**config.mk**
```make
export PLATFORM = sky130hd
export DESIGN_NAME = byte_range_lock_table
export DESIGN_NICKNAME = d
export VERILOG_FILES = /design/src/sv/brlt_pkg.sv /design/src/sv/byte_range_lock_table.sv /design/src/sv/brlt_ram.sv /design/src/sv/brlt_front.sv /design/src/sv/brlt_back.sv
export SDC_FILE = /design/constraint.sdc
export NUM_CORES = 2
export LEC_CHECK = 0
export ABC_AREA = 1
export BUFFER_PORTS_ARGS = -buffer_cell sky130_fd_sc_hd__clkbuf_2
export CORE_AREA = 3 3 489 491
export DETAILED_ROUTE_END_ITERATION = 10
export DIE_AREA = 0 0 492 494
export GPL_ROUTABILITY_DRIVEN = 0
export PLACE_DENSITY = 0.5
export SLEW_MARGIN = 20
export SYNTH_ARGS = -nofsm -noshare
export SYNTH_HDL_FRONTEND = slang
export SYNTH_SLANG_ARGS = --single-unit
```
**constraint.sdc**
```tcl
create_clock -name clk -period 15.45 [get_ports clk]
set_clock_uncertainty 0.05 [all_clocks]
set_input_delay 0 -clock clk [delete_from_list [all_inputs] [get_ports clk]]
set_output_delay 0 -clock clk [all_outputs]
set_load 0.05 [all_outputs]
```
**src/sv/brlt_pkg.sv**
```systemverilog
// Shared types and codes for the byte-range lock table.
package brlt_pkg;

    localparam int RANGE_BITS  = 63;
    localparam int QUEUE_DEPTH = 2;
    localparam int QPTR_W      = 1;
    localparam int QCNT_W      = 2;

    // Request kind codes as they arrive on the port
    localparam logic [1:0] KIND_READ    = 2'd0;
    localparam logic [1:0] KIND_WRITE   = 2'd1;
    localparam logic [1:0] KIND_RELEASE = 2'd2;
    localparam logic [1:0] KIND_UNUSED  = 2'd3;

    typedef enum logic [1:0] {
        OP_READ    = 2'd0,
        OP_WRITE   = 2'd1,
        OP_RELEASE = 2'd2,
        OP_NONE    = 2'd3
    } op_t;

    typedef enum logic [1:0] {
        ST_DONE     = 2'd0,
        ST_CONFLICT = 2'd1,
        ST_NO_FREE  = 2'd2
    } status_t;

    typedef enum logic [1:0] {
        B_IDLE,
        B_SCAN,
        B_WRITE
    } back_state_t;

    typedef struct packed {
        op_t                   op;
        logic [RANGE_BITS-1:0] start;
        logic [RANGE_BITS-1:0] len;
        logic [RANGE_BITS:0]   range_end;
        logic                  zero_len;
    } cmd_t;

endpackage

```
**src/sv/byte_range_lock_table.sv**
```systemverilog
// Top level of the byte-range lock table: front end, command queue and slot engine.
//
// An item is taken when start is high and busy is low; up to two items wait in a
// queue while the engine works, and busy is high only while that queue is full.
// Each item gives one result: status is valid for the single cycle in which done
// is high, and the receiver must take it then. The engine reads the slot table
// through the one read port of its slot RAM, one slot a cycle. A lock request
// scans every slot unless a conflict ends the scan early, then writes a free slot
// if it found one; a release scans every slot; an item with the unused kind code
// is answered from the idle state with no scan. The engine takes each item off
// the queue in its idle state.
module byte_range_lock_table import brlt_pkg::*; #(
    parameter int SLOT_COUNT = 8,
    parameter int OWNER_BITS = 16
) (
    input  logic                  clk,
    input  logic                  rst_n,
    input  logic                  start,
    output logic                  busy,
    input  logic [OWNER_BITS-1:0] owner_id,
    input  logic [1:0]            request_kind,
    input  logic [RANGE_BITS-1:0] range_start,
    input  logic [RANGE_BITS-1:0] range_length,
    output logic                  done,
    output logic [1:0]            status
);

    logic                  q_valid;
    logic                  q_pop;
    cmd_t                  q_cmd;
    logic [OWNER_BITS-1:0] q_owner;

    brlt_front #(
        .OWNER_BITS (OWNER_BITS)
    ) u_front (
        .clk          (clk),
        .rst_n        (rst_n),
        .start        (start),
        .busy         (busy),
        .owner_id     (owner_id),
        .request_kind (request_kind),
        .range_start  (range_start),
        .range_length (range_length),
        .q_valid      (q_valid),
        .q_pop        (q_pop),
        .q_cmd        (q_cmd),
        .q_owner      (q_owner)
    );

    brlt_back #(
        .SLOT_COUNT (SLOT_COUNT),
        .OWNER_BITS (OWNER_BITS)
    ) u_back (
        .clk     (clk),
        .rst_n   (rst_n),
        .q_valid (q_valid),
        .q_pop   (q_pop),
        .q_cmd   (q_cmd),
        .q_owner (q_owner),
        .done    (done),
        .status  (status)
    );

endmodule

```
**src/sv/brlt_ram.sv**
```systemverilog
// Generic single-write, single-read RAM with registered read data.
module brlt_ram #(
    parameter int WIDTH  = 8,
    parameter int DEPTH  = 8,
    parameter int ADDR_W = 3
) (
    input  logic              clk,
    input  logic              wr_en,
    input  logic [ADDR_W-1:0] wr_addr,
    input  logic [WIDTH-1:0]  wr_data,
    input  logic              rd_en,
    input  logic [ADDR_W-1:0] rd_addr,
    output logic [WIDTH-1:0]  rd_data
);

    logic [WIDTH-1:0] mem_reg [DEPTH];

    always_ff @(posedge clk)
    begin
        if (wr_en)
        begin
            mem_reg[wr_addr] <= wr_data;
        end
    end

    always_ff @(posedge clk)
    begin
        if (rd_en)
        begin
            rd_data <= mem_reg[rd_addr];
        end
    end

endmodule

```
**src/sv/brlt_front.sv**
```systemverilog
// Front end: accepts items, decodes the kind, forms the range end and queues them.
module brlt_front import brlt_pkg::*; #(
    parameter int OWNER_BITS = 16
) (
    input  logic                  clk,
    input  logic                  rst_n,
    input  logic                  start,
    output logic                  busy,
    input  logic [OWNER_BITS-1:0] owner_id,
    input  logic [1:0]            request_kind,
    input  logic [RANGE_BITS-1:0] range_start,
    input  logic [RANGE_BITS-1:0] range_length,
    output logic                  q_valid,
    input  logic                  q_pop,
    output cmd_t                  q_cmd,
    output logic [OWNER_BITS-1:0] q_owner
);

    cmd_t                  cmd_in;
    op_t                   op_in;
    logic                  push;
    logic [QPTR_W-1:0]     wr_ptr_reg, wr_ptr_next;
    logic [QPTR_W-1:0]     rd_ptr_reg, rd_ptr_next;
    logic [QCNT_W-1:0]     count_reg, count_next;
    cmd_t                  q_cmd_reg   [QUEUE_DEPTH];
    logic [OWNER_BITS-1:0] q_owner_reg [QUEUE_DEPTH];

    always_comb
    begin
        unique case (request_kind)
            KIND_READ:    op_in = OP_READ;
            KIND_WRITE:   op_in = OP_WRITE;
            KIND_RELEASE: op_in = OP_RELEASE;
            KIND_UNUSED:  op_in = OP_NONE;
            default:      op_in = OP_NONE;
        endcase
    end

    always_comb
    begin
        cmd_in.op        = op_in;
        cmd_in.start     = range_start;
        cmd_in.len       = range_length;
        cmd_in.range_end = {1'b0, range_start} + {1'b0, range_length};
        cmd_in.zero_len  = (range_length == '0);
    end

    assign busy    = (count_reg == QCNT_W'(QUEUE_DEPTH));
    assign push    = start && !busy;
    assign q_valid = (count_reg != '0);
    assign q_cmd   = q_cmd_reg[rd_ptr_reg];
    assign q_owner = q_owner_reg[rd_ptr_reg];

    always_comb
    begin
        wr_ptr_next = wr_ptr_reg;
        rd_ptr_next = rd_ptr_reg;
        count_next  = count_reg;
        if (push)
        begin
            wr_ptr_next = wr_ptr_reg + 1'b1;
        end
        if (q_pop)
        begin
            rd_ptr_next = rd_ptr_reg + 1'b1;
        end
        if (push && !q_pop)
        begin
            count_next = count_reg + 1'b1;
        end
        else if (q_pop && !push)
        begin
            count_next = count_reg - 1'b1;
        end
    end

    always_ff @(posedge clk or negedge rst_n)
    begin
        if (!rst_n)
        begin
            wr_ptr_reg <= '0;
            rd_ptr_reg <= '0;
            count_reg  <= '0;
        end
        else
        begin
            wr_ptr_reg <= wr_ptr_next;
            rd_ptr_reg <= rd_ptr_next;
            count_reg  <= count_next;
        end
    end

    always_ff @(posedge clk)
    begin
        if (push)
        begin
            q_cmd_reg[wr_ptr_reg]   <= cmd_in;
            q_owner_reg[wr_ptr_reg] <= owner_id;
        end
    end

endmodule

```
**src/sv/brlt_back.sv**
```systemverilog
// Back end: scans the slot table one slot a cycle, then grants, refuses or releases.
module brlt_back import brlt_pkg::*; #(
    parameter int SLOT_COUNT = 8,
    parameter int OWNER_BITS = 16
) (
    input  logic                  clk,
    input  logic                  rst_n,
    input  logic                  q_valid,
    output logic                  q_pop,
    input  cmd_t                  q_cmd,
    input  logic [OWNER_BITS-1:0] q_owner,
    output logic                  done,
    output logic [1:0]            status
);

    localparam int IDX_W  = (SLOT_COUNT > 1) ? $clog2(SLOT_COUNT) : 1;
    localparam int CNT_W  = $clog2(SLOT_COUNT + 1);
    localparam int WORD_W = OWNER_BITS + 1 + 2 * RANGE_BITS;
    localparam int WR_BIT = 2 * RANGE_BITS;

    back_state_t           state_reg, state_next;
    cmd_t                  cmd_reg, cmd_next;
    logic [OWNER_BITS-1:0] who_reg, who_next;
    logic [CNT_W-1:0]      issue_reg, issue_next;
    logic                  pend_vld_reg, pend_vld_next;
    logic [IDX_W-1:0]      pend_idx_reg, pend_idx_next;
    logic                  free_found_reg, free_found_next;
    logic [IDX_W-1:0]      free_idx_reg, free_idx_next;
    logic [SLOT_COUNT-1:0] valid_reg, valid_next;
    logic                  done_reg, done_next;
    status_t               status_reg, status_next;

    logic                  rd_en, wr_en;
    logic [IDX_W-1:0]      rd_addr;
    logic [WORD_W-1:0]     rd_data, wr_data;

    logic [OWNER_BITS-1:0] slot_owner;
    logic                  slot_is_write;
    logic [RANGE_BITS-1:0] slot_start, slot_length;
    logic [RANGE_BITS:0]   slot_end;
    logic                  is_lock, is_release;
    logic                  pend_live, pend_other, clash, conflict, last_check, free_here;

    brlt_ram #(
        .WIDTH  (WORD_W),
        .DEPTH  (SLOT_COUNT),
        .ADDR_W (IDX_W)
    ) u_slot_ram (
        .clk     (clk),
        .wr_en   (wr_en),
        .wr_addr (free_idx_reg),
        .wr_data (wr_data),
        .rd_en   (rd_en),
        .rd_addr (rd_addr),
        .rd_data (rd_data)
    );

    assign slot_owner    = rd_data[WORD_W-1 -: OWNER_BITS];
    assign slot_is_write = rd_data[WR_BIT];
    assign slot_start    = rd_data[WR_BIT-1 -: RANGE_BITS];
    assign slot_length   = rd_data[RANGE_BITS-1:0];
    assign slot_end      = {1'b0, slot_start} + {1'b0, slot_length};
    assign wr_data       = {who_reg, (cmd_reg.op == OP_WRITE), cmd_reg.start, cmd_reg.len};

    assign is_lock    = (cmd_reg.op == OP_READ) || (cmd_reg.op == OP_WRITE);
    assign is_release = (cmd_reg.op == OP_RELEASE);

    // Two reads never clash; otherwise a zero length clashes with anything
    assign clash = ((cmd_reg.op == OP_WRITE) || slot_is_write)
                   && (cmd_reg.zero_len || (slot_length == '0)
                       || (({1'b0, cmd_reg.start} < slot_end)
                           && ({1'b0, slot_start} < cmd_reg.range_end)));

    assign pend_live  = pend_vld_reg && valid_reg[pend_idx_reg];
    assign pend_other = (slot_owner != who_reg);
    assign conflict   = is_lock && pend_live && pend_other && clash;
    assign last_check = pend_vld_reg && (pend_idx_reg == IDX_W'(SLOT_COUNT - 1));
    assign free_here  = pend_vld_reg && !valid_reg[pend_idx_reg];

    // Next state
    always_comb
    begin
        state_next = state_reg;
        unique case (state_reg)
            B_IDLE:
            begin
                if (q_valid && (q_cmd.op != OP_NONE))
                begin
                    state_next = B_SCAN;
                end
            end
            B_SCAN:
            begin
                if (conflict)
                begin
                    state_next = B_IDLE;
                end
                else if (last_check)
                begin
                    if (is_lock && (free_found_reg || free_here))
                    begin
                        state_next = B_WRITE;
                    end
                    else
                    begin
                        state_next = B_IDLE;
                    end
                end
            end
            B_WRITE:
            begin
                state_next = B_IDLE;
            end
            default:
            begin
                state_next = B_IDLE;
            end
        endcase
    end

    // Datapath and outputs
    always_comb
    begin
        cmd_next        = cmd_reg;
        who_next        = who_reg;
        issue_next      = issue_reg;
        pend_vld_next   = pend_vld_reg;
        pend_idx_next   = pend_idx_reg;
        free_found_next = free_found_reg;
        free_idx_next   = free_idx_reg;
        valid_next      = valid_reg;
        done_next       = 1'b0;
        status_next     = status_reg;
        q_pop           = 1'b0;
        rd_en           = 1'b0;
        rd_addr         = issue_reg[IDX_W-1:0];
        wr_en           = 1'b0;
        unique case (state_reg)
            B_IDLE:
            begin
                if (q_valid)
                begin
                    q_pop           = 1'b1;
                    cmd_next        = q_cmd;
                    who_next        = q_owner;
                    issue_next      = '0;
                    pend_vld_next   = 1'b0;
                    free_found_next = 1'b0;
                    if (q_cmd.op == OP_NONE)
                    begin
                        done_next   = 1'b1;
                        status_next = ST_DONE;
                    end
                end
            end
            B_SCAN:
            begin
                // Issue the next slot read while checking the one read last cycle
                if (issue_reg < CNT_W'(SLOT_COUNT))
                begin
                    rd_en         = 1'b1;
                    issue_next    = issue_reg + CNT_W'(1);
                    pend_vld_next = 1'b1;
                    pend_idx_next = issue_reg[IDX_W-1:0];
                end
                else
                begin
                    pend_vld_next = 1'b0;
                end
                if (is_release && pend_live && !pend_other)
                begin
                    valid_next[pend_idx_reg] = 1'b0;
                end
                if (is_lock && free_here && !free_found_reg)
                begin
                    free_found_next = 1'b1;
                    free_idx_next   = pend_idx_reg;
                end
                if (conflict)
                begin
                    done_next   = 1'b1;
                    status_next = ST_CONFLICT;
                end
                else if (last_check)
                begin
                    if (is_release)
                    begin
                        done_next   = 1'b1;
                        status_next = ST_DONE;
                    end
                    else if (!free_found_reg && !free_here)
                    begin
                        done_next   = 1'b1;
                        status_next = ST_NO_FREE;
                    end
                end
            end
            B_WRITE:
            begin
                wr_en                    = 1'b1;
                valid_next[free_idx_reg] = 1'b1;
                done_next                = 1'b1;
                status_next              = ST_DONE;
            end
            default:
            begin
                done_next = 1'b0;
            end
        endcase
    end

    always_ff @(posedge clk or negedge rst_n)
    begin
        if (!rst_n)
        begin
            state_reg      <= B_IDLE;
            issue_reg      <= '0;
            pend_vld_reg   <= 1'b0;
            free_found_reg <= 1'b0;
            valid_reg      <= '0;
            done_reg       <= 1'b0;
            status_reg     <= ST_DONE;
        end
        else
        begin
            state_reg      <= state_next;
            issue_reg      <= issue_next;
            pend_vld_reg   <= pend_vld_next;
            free_found_reg <= free_found_next;
            valid_reg      <= valid_next;
            done_reg       <= done_next;
            status_reg     <= status_next;
        end
    end

    always_ff @(posedge clk)
    begin
        cmd_reg      <= cmd_next;
        who_reg      <= who_next;
        pend_idx_reg <= pend_idx_next;
        free_idx_reg <= free_idx_next;
    end

    assign done   = done_reg;
    assign status = status_reg;

endmodule

```
* Word level (Yosys, flattened, before mapping)
Memories as Yosys holds them, arrays and structs flattened. A register that Yosys moved wholly into a read port is not among the register bits.
Index checks and enable logic that the tools add are counted.
** Storage, ports and cells
- Memories :: 3
- Bits in read-only memories :: 0
- Bits in latches :: 0
- Memory bits (writable) :: 1562
- Word-level logic and storage cells :: 154
- Output and inout bits :: 4
- Bits in registers :: 222
** Cells by class
- Bitwise gates (word level) :: 3
- Mux-type cells :: 46
- Reduce and logical (&&, ||, !) cells :: 51
- Add/subtract/negate cells :: 7
- Shifts and indexed selects :: 0
- Equal/unequal tests :: 20
- Divide/modulo/power cells :: 0
- $lt $le $gt $ge :: 7
- Multipliers :: 0
** Memory list
- u_back.u_slot_ram.mem_reg :: words 8, width 143, read ports 1, clocked after Yosys merged registers in 1, write ports 1, line brlt_ram.sv:16 : logic [WIDTH-1:0] mem_reg [DEPTH];
- u_front.q_cmd_reg :: words 2, width 193, read ports 1, clocked after Yosys merged registers in 0, write ports 1, line brlt_front.sv:25 : cmd_t q_cmd_reg [QUEUE_DEPTH];
- u_front.q_owner_reg :: words 2, width 16, read ports 1, clocked after Yosys merged registers in 1, write ports 1, line brlt_front.sv:26 : logic [OWNER_BITS-1:0] q_owner_reg [QUEUE_DEPTH];
** Operator list (number)
- 63-bit by 63-bit adder with 64-bit output :: 2
- 63-bit by 64-bit < comparator with 1-bit output :: 2
- 63-bit logical NOT :: 2
- 2-bit two-way mux :: 12
- 1-bit logical AND :: 20
- 1-bit two-way mux :: 20
- 16-bit != test :: 1
- 8-bit one-hot mux with 2 select lines :: 1
- 2-bit == test (second input constant) :: 6
- 2-bit by 1-bit != test with 1-bit output (second input constant) :: 6
- 2-bit AND reduction :: 6
- 8-bit bitwise AND :: 1
- 3-bit by 4-bit < comparator with 1-bit output (second input constant) :: 2
- 4-bit two-way mux :: 2
- 8-bit two-way mux :: 1
- 8-bit NOT :: 1
- 8-bit bitwise OR :: 1
- 2-bit one-hot mux with 4 select lines :: 1
- 4-bit one-hot mux with 2 select lines :: 1
- 2-bit nonzero test :: 4
- 1-bit logical NOT :: 7
- 1-bit demux with 3-bit select :: 2
- 2-bit by 1-bit == test with 1-bit output (second input constant) :: 3
- 3-bit by 1-bit >= comparator with 1-bit output (second input constant) :: 2
- 19 further kinds :: 28

* Longest topological paths before layout
- Depth after elaboration :: 11
- Gate-level depth with buffers :: 32
- Depth with buffers taken out :: 32

* By module
A second synthesis with hierarchy kept.
** Second synthesis, totals
- Cell total of the unflattened synthesis :: 8628
- Area total of the unflattened synthesis :: 90097.7 µm²
** By module, submodules not included
- brlt_ram :: area an instance 53965.5 µm², sequential area each 38647.1 µm², cells each 5103, instances 1
- brlt_front :: area an instance 21234.1 µm², sequential area each 12652.1 µm², cells each 1960, instances 1
- brlt_back :: area an instance 14898.0 µm², sequential area each 6931.6 µm², cells each 1565, instances 1

* Worst setup path after synthesis
OpenSTA, ideal clock, no wires.
- Path type :: register -> register
- From :: reg u_back.state_reg[1]
- To :: reg u_front.count_reg[1]
- Setup time :: 0.131 ns
- Stages on the path, launching flop included :: 9
- Path slack :: 4.067 ns
- Period minus slack after synthesis :: 11.383 ns
- Arrival :: 11.202 ns
- Buffers on the path :: 0
- Data required time :: 15.269 ns
- Cells stage by stage :: dfrtp_1 nor2_1 inv_1 nor2_1 inv_1 ha_1 a21oi_1 o21ai_0 xor2_1
** Between the ends
- Longest elaborated chain between the ends :: 5
** RTL lines
- start, declared :: line brlt_back.sv:21 : back_state_t state_reg, state_next;
- start signal, assigned :: line brlt_back.sv:226 : state_reg <= state_next;
- 2-bit logical NOT * :: line brlt_back.sv:138 : unique case (state_reg)
- 1-bit two-way mux * :: line brlt_back.sv:138
- named net q_pop :: line byte_range_lock_table.sv:29 : logic q_pop;
- 1-bit logical NOT :: line brlt_front.sv:67 : if (push && !q_pop)
- 1-bit logical AND :: line brlt_front.sv:67
- 2-bit two-way mux or 2-bit nonzero test (tied branches)
- end signal, assigned :: line brlt_front.sv:89 : count_reg <= count_next;
- end, declared :: line brlt_front.sv:24 : logic [QCNT_W-1:0] count_reg, count_next;
Mark *: on every way through the listed nets, which the timed path passes. The rest lies on a longest branch.
A chain may end at the register's enable or synchronous reset.

* Worst setup path after layout
- From :: reg u_back.u_slot_ram.rd_data[0] (read register of u_back.u_slot_ram.mem_reg)
- To :: reg u_back.status_reg[1] (netlist: u_back.status[1])
** Between the ends
- Longest elaborated chain between the ends :: 8
** RTL lines
- start, declared :: line brlt_ram.sv:13 : output logic [WIDTH-1:0] rd_data
- 63-bit by 63-bit adder with 64-bit output :: line brlt_back.sv:62 : assign slot_end = {1'b0, slot_start} + {1'b0, slot_length};
- 63-bit by 64-bit < comparator with 1-bit output :: line brlt_back.sv:71 : || (({1'b0, cmd_reg.start} < slot_end)
- 1-bit logical AND :: line brlt_back.sv:72 : && ({1'b0, slot_start} < cmd_reg.range_end)));
- 1-bit logical OR * :: line brlt_back.sv:71
- 1-bit logical AND * :: line brlt_back.sv:70 : && (cmd_reg.zero_len || (slot_length == '0)
- 1-bit logical AND * :: line brlt_back.sv:76 : assign conflict = is_lock && pend_live && pend_other && clash;
- 4-bit by 1-bit != test with 1-bit output (no source line), or another cell as far along
- 5-bit AND reduction (no source line) or 2-bit one-hot mux with 3 select lines (tied branches)
- end signal, assigned :: line brlt_back.sv:232 : status_reg <= status_next;
- end, declared :: line brlt_back.sv:31 : status_t status_reg, status_next;
Mark *: on every way between the ends. The rest lies on a longest branch, timed or not.

==> impl_results.md <==
* Lkg Pwr at 34.4 nW
* Flop pwr share at 41.7%
* Layout cell share with drive strength beyond 1 at 7.84%
* Power Density at 211 nW/um2
* Die Y at 494 um
* Pre-antenna DRT Iters at 6
* Clk pin slew, worst setup/hold paths at 0.06 ns
* FMAX at 220 MHz
* Worst setup margin at 10.91 ns
* Routed WL per cell at 22.4 um
* CTS Root Buffer Type: clkbuf_16
* Crit path from: u_back.u_slot_ram.rd_data[0]$_DFFE_PP_
* Cell Rows at 178
* Combinational cell fraction of total power at 34.7%
* First-pass GRT wire length at 346 mm
* Hold WC Path Type: input port to flop
* I/O pins at 151
* Syn Area/Cell at 12.1 um2
* Most common cell after layout, fill and taps aside: edfxtp_1
* DRC at 0
* Setup CP Type: flop to flop
* Area growth from synthesis to layout at 16.8%
* Final setup fails at 0
* Minimum clock period after layout at 4.54 ns
* DRT iter0 DRCs at 5486
* Normalized max-slew margin at 18.0%
* Port bufs at 150
* MaxCap Viol Count at 0
* Num CTS Buffers at 200
* HP Start: range_length[0]
* Worst-Margin Slew at 1.23 ns
* EDFF count, synth at 1920
* P_int at 12.3 mW
* Core area at 235000 um2
* Total grt overflow at 0
* Overall global routing resource usage at 19.1%
* Slew Limit Fails at 0
* Largest register FFs at 1144
* Maximum buffer depth of the clock tree at 3
* Status: complete, no violations
* Final Hold Fails at 0
* Fin nets at 7629
* Final ANT Viol Nets at 0
* Initial antenna violation count at 26
* Tcrit/Tclk final at 29.4%
* Postcts setup bufs at 0
* Post-CTS Resized at 0
* Unrepaired setup endpoints after global routing: no
* Syn Inst Count at 6782
* Switching Fraction at 39.0%
* H-tree depth at 4
* Sink Count at 1943
* Synth unique cells at 60
* Ys Warns at 0
* Switching power at 7.87 mW
* Worst VDD drop at 0.135 mV
* Most frequent cells in the layout: edfxtp_1, nor2_1, nand2_1, o21ai_0, inv_1
* FF+latch count, synth at 1943
* CP required at 16.14 ns
* # hold bufs at CTS at 292
* Worst setup SP type: flop
* Ys flop type: edfxtp_1
* Horiz. Die Dim at 492 um
* Placed instance area at 86600 um2
* Vias at 53800
* Number of global-route vias before repair at 51700
* Crit path max-delay cell type: o21ai_2
* CTS tree: yes
* Worst setup EP type: flop
* Final HPWL DP at 147 mm
* Post-synthesis sequential area ratio at 70.8%
* Worst-path fanout max at 5
* Area of the mapped netlist at 82200 um2
* Largest net degree at the start of global routing at 162
* Final wirelength at 237 mm
* Clock share of power at 23.6%
* Reg-to-Reg Start: u_back.u_slot_ram.rd_data[0]$_DFFE_PP_
* Vias/cell at 5.09
* DP Worst Slack at 10.87 ns
* Crit path arrival time at 5.23 ns
* Later-pin clock latency in the skew report at 0.85 ns
* Fin Setup TNS at 0 ns
* Most common cell on crit path: nand2_1
* Final Core Density at 40.8%
* CP peak stage delay at 0.43 ns
* Die area at 243000 um2
* Syn_nets at 7183
* Post-route cell area at 96000 um2
* Async SR Flop Fraction at 1.18%
* Initial core utilization at 35.0%
[metrics by stage]
stage,hold slack (ns),std cells,power [mW]
2_1_floorplan,-0.346,6782,12.9
3_3_place_gp,0.00286,9884,15.4
3_5_place_dp,-0.00232,9884,15.4
4_1_cts,0.0267,10600,20.3
5_1_grt,0.0656,10600,21.5
6_report,0.103,10600,20.2
[per-layer routing]
metal | vias up | global-route usage [%] | part of all wire (%) | routed length, um
met5 | - | 0 | 0.016 | 38
met4 | 6 | 5.65 | 2.8 | 6630
met3 | 352 | 2.73 | 5.7 | 13500
met2 | 1659 | 28.9 | 44 | 104000
met1 | 26600 | 28.3 | 48 | 112000
li1 | 25100 | - | - | -
[path summary, 6_finish.rpt]
kind | to | slack (ns) | depth (start not counted)
min in group asynchronous | u_front.count_reg[1]$_DFFE_PN0P_ | 0.16 | 4
hold reg to reg | u_back.cmd_reg[63]$_DFFE_PP_ | 0.45 | 2
setup / recovery | u_back.status[1]$_DFFE_PN0P_ | 10.91 | 31
hold / removal | u_front.q_cmd_reg[0][1]$_DFFE_PP_ | 0.10 | 3
setup reg to reg | u_back.status[1]$_DFFE_PN0P_ | 10.91 | 31
max in group asynchronous | u_front.rd_ptr_reg$_DFFE_PN0P_ | 15.02 | 4
[Yosys cell counts (3+ instances only)]
| cell | instances | area (um2) |
|---|---|---|
| a21oi_2 | 6 | 52.6 |
| o21a_1 | 13 | 97.6 |
| buf_1 | 29 | 109 |
| o21bai_1 | 10 | 75.1 |
| o21ai_1 | 22 | 110 |
| dfrtp_1 | 23 | 576 |
| xor2_1 | 75 | 657 |
| ha_1 | 252 | 3150 |
| o22ai_1 | 144 | 901 |
| a21boi_2 | 3 | 33.8 |
| nand2_2 | 12 | 75.1 |
| o21ai_0 | 666 | 3330 |
| a31oi_1 | 182 | 1140 |
| nand3_2 | 5 | 50.1 |
| nand2_1 | 1061 | 3980 |
| nand3_1 | 75 | 375 |
| nand2_4 | 3 | 33.8 |
| edfxtp_1 | 1920 | 57700 |
| inv_2 | 13 | 48.8 |
| a221oi_1 | 4 | 35.0 |
| buf_2 | 40 | 200 |
| a41oi_1 | 3 | 26.3 |
| and3_1 | 6 | 37.5 |
| clkbuf_1 | 198 | 743 |
| a21o_1 | 17 | 128 |
| o2111ai_1 | 4 | 35.0 |
| o211ai_1 | 4 | 30.0 |
| nor2_2 | 3 | 18.8 |
| xnor2_1 | 57 | 499 |
| nand4_1 | 29 | 181 |
| nor3_1 | 22 | 110 |
| nor4_1 | 40 | 250 |
| a211oi_1 | 3 | 22.5 |
| o21ai_2 | 6 | 52.6 |
| inv_1 | 310 | 1160 |
| a21oi_1 | 226 | 1130 |
| nor2_1 | 1259 | 4730 |
[critical path: cells and delay by family (launching register included)]
family / cells / cell delay [ns]
AOI/OAI and AO/OA: 3 / 0.78
xor gates and xnor gates: 1 / 0.07
adders and majority gates: 3 / 0.90
buffers and inverters: 1 / 0.05
DFF: 1 / 0.35
and+or+nand+nor: 23 / 2.22
[power by group through the flow]
stage / logic [mW] / registers [mW] / clock network (mW)
after floorplan: 4.63 / 8.29 / 0
after global placement: 6.93 / 8.47 / 0
after detailed placement: 6.94 / 8.51 / 0
after CTS: 7.03 / 8.41 / 4.88
after global routing: 7.85 / 8.53 / 5.10
final: 7.01 / 8.42 / 4.78
[cell type report]
cell class	instances	area, um2
Fill cell	22200	139000
Sequential cell	1943	58200
Multi-Input combinational cell	4245	21800
Clock buffer	257	5240
Timing Repair Buffer	513	4300
Tap cell	3150	3940
Clock inverter	117	1250
Inverter	325	1250
Antenna cell	2	5.00
[cells by family after synthesis]
family	Yosys count	share of synthesized area, %
AOI/OAI and AO/OA	1336	9.04
xor gates and xnor gates	132	1.41
adders and majority gates	254	3.88
buffers and inverters	594	2.78
DFF	1943	70.8
and+or+nand+nor	2523	12.1
Note: power is estimated with default switching activity, not from simulation.
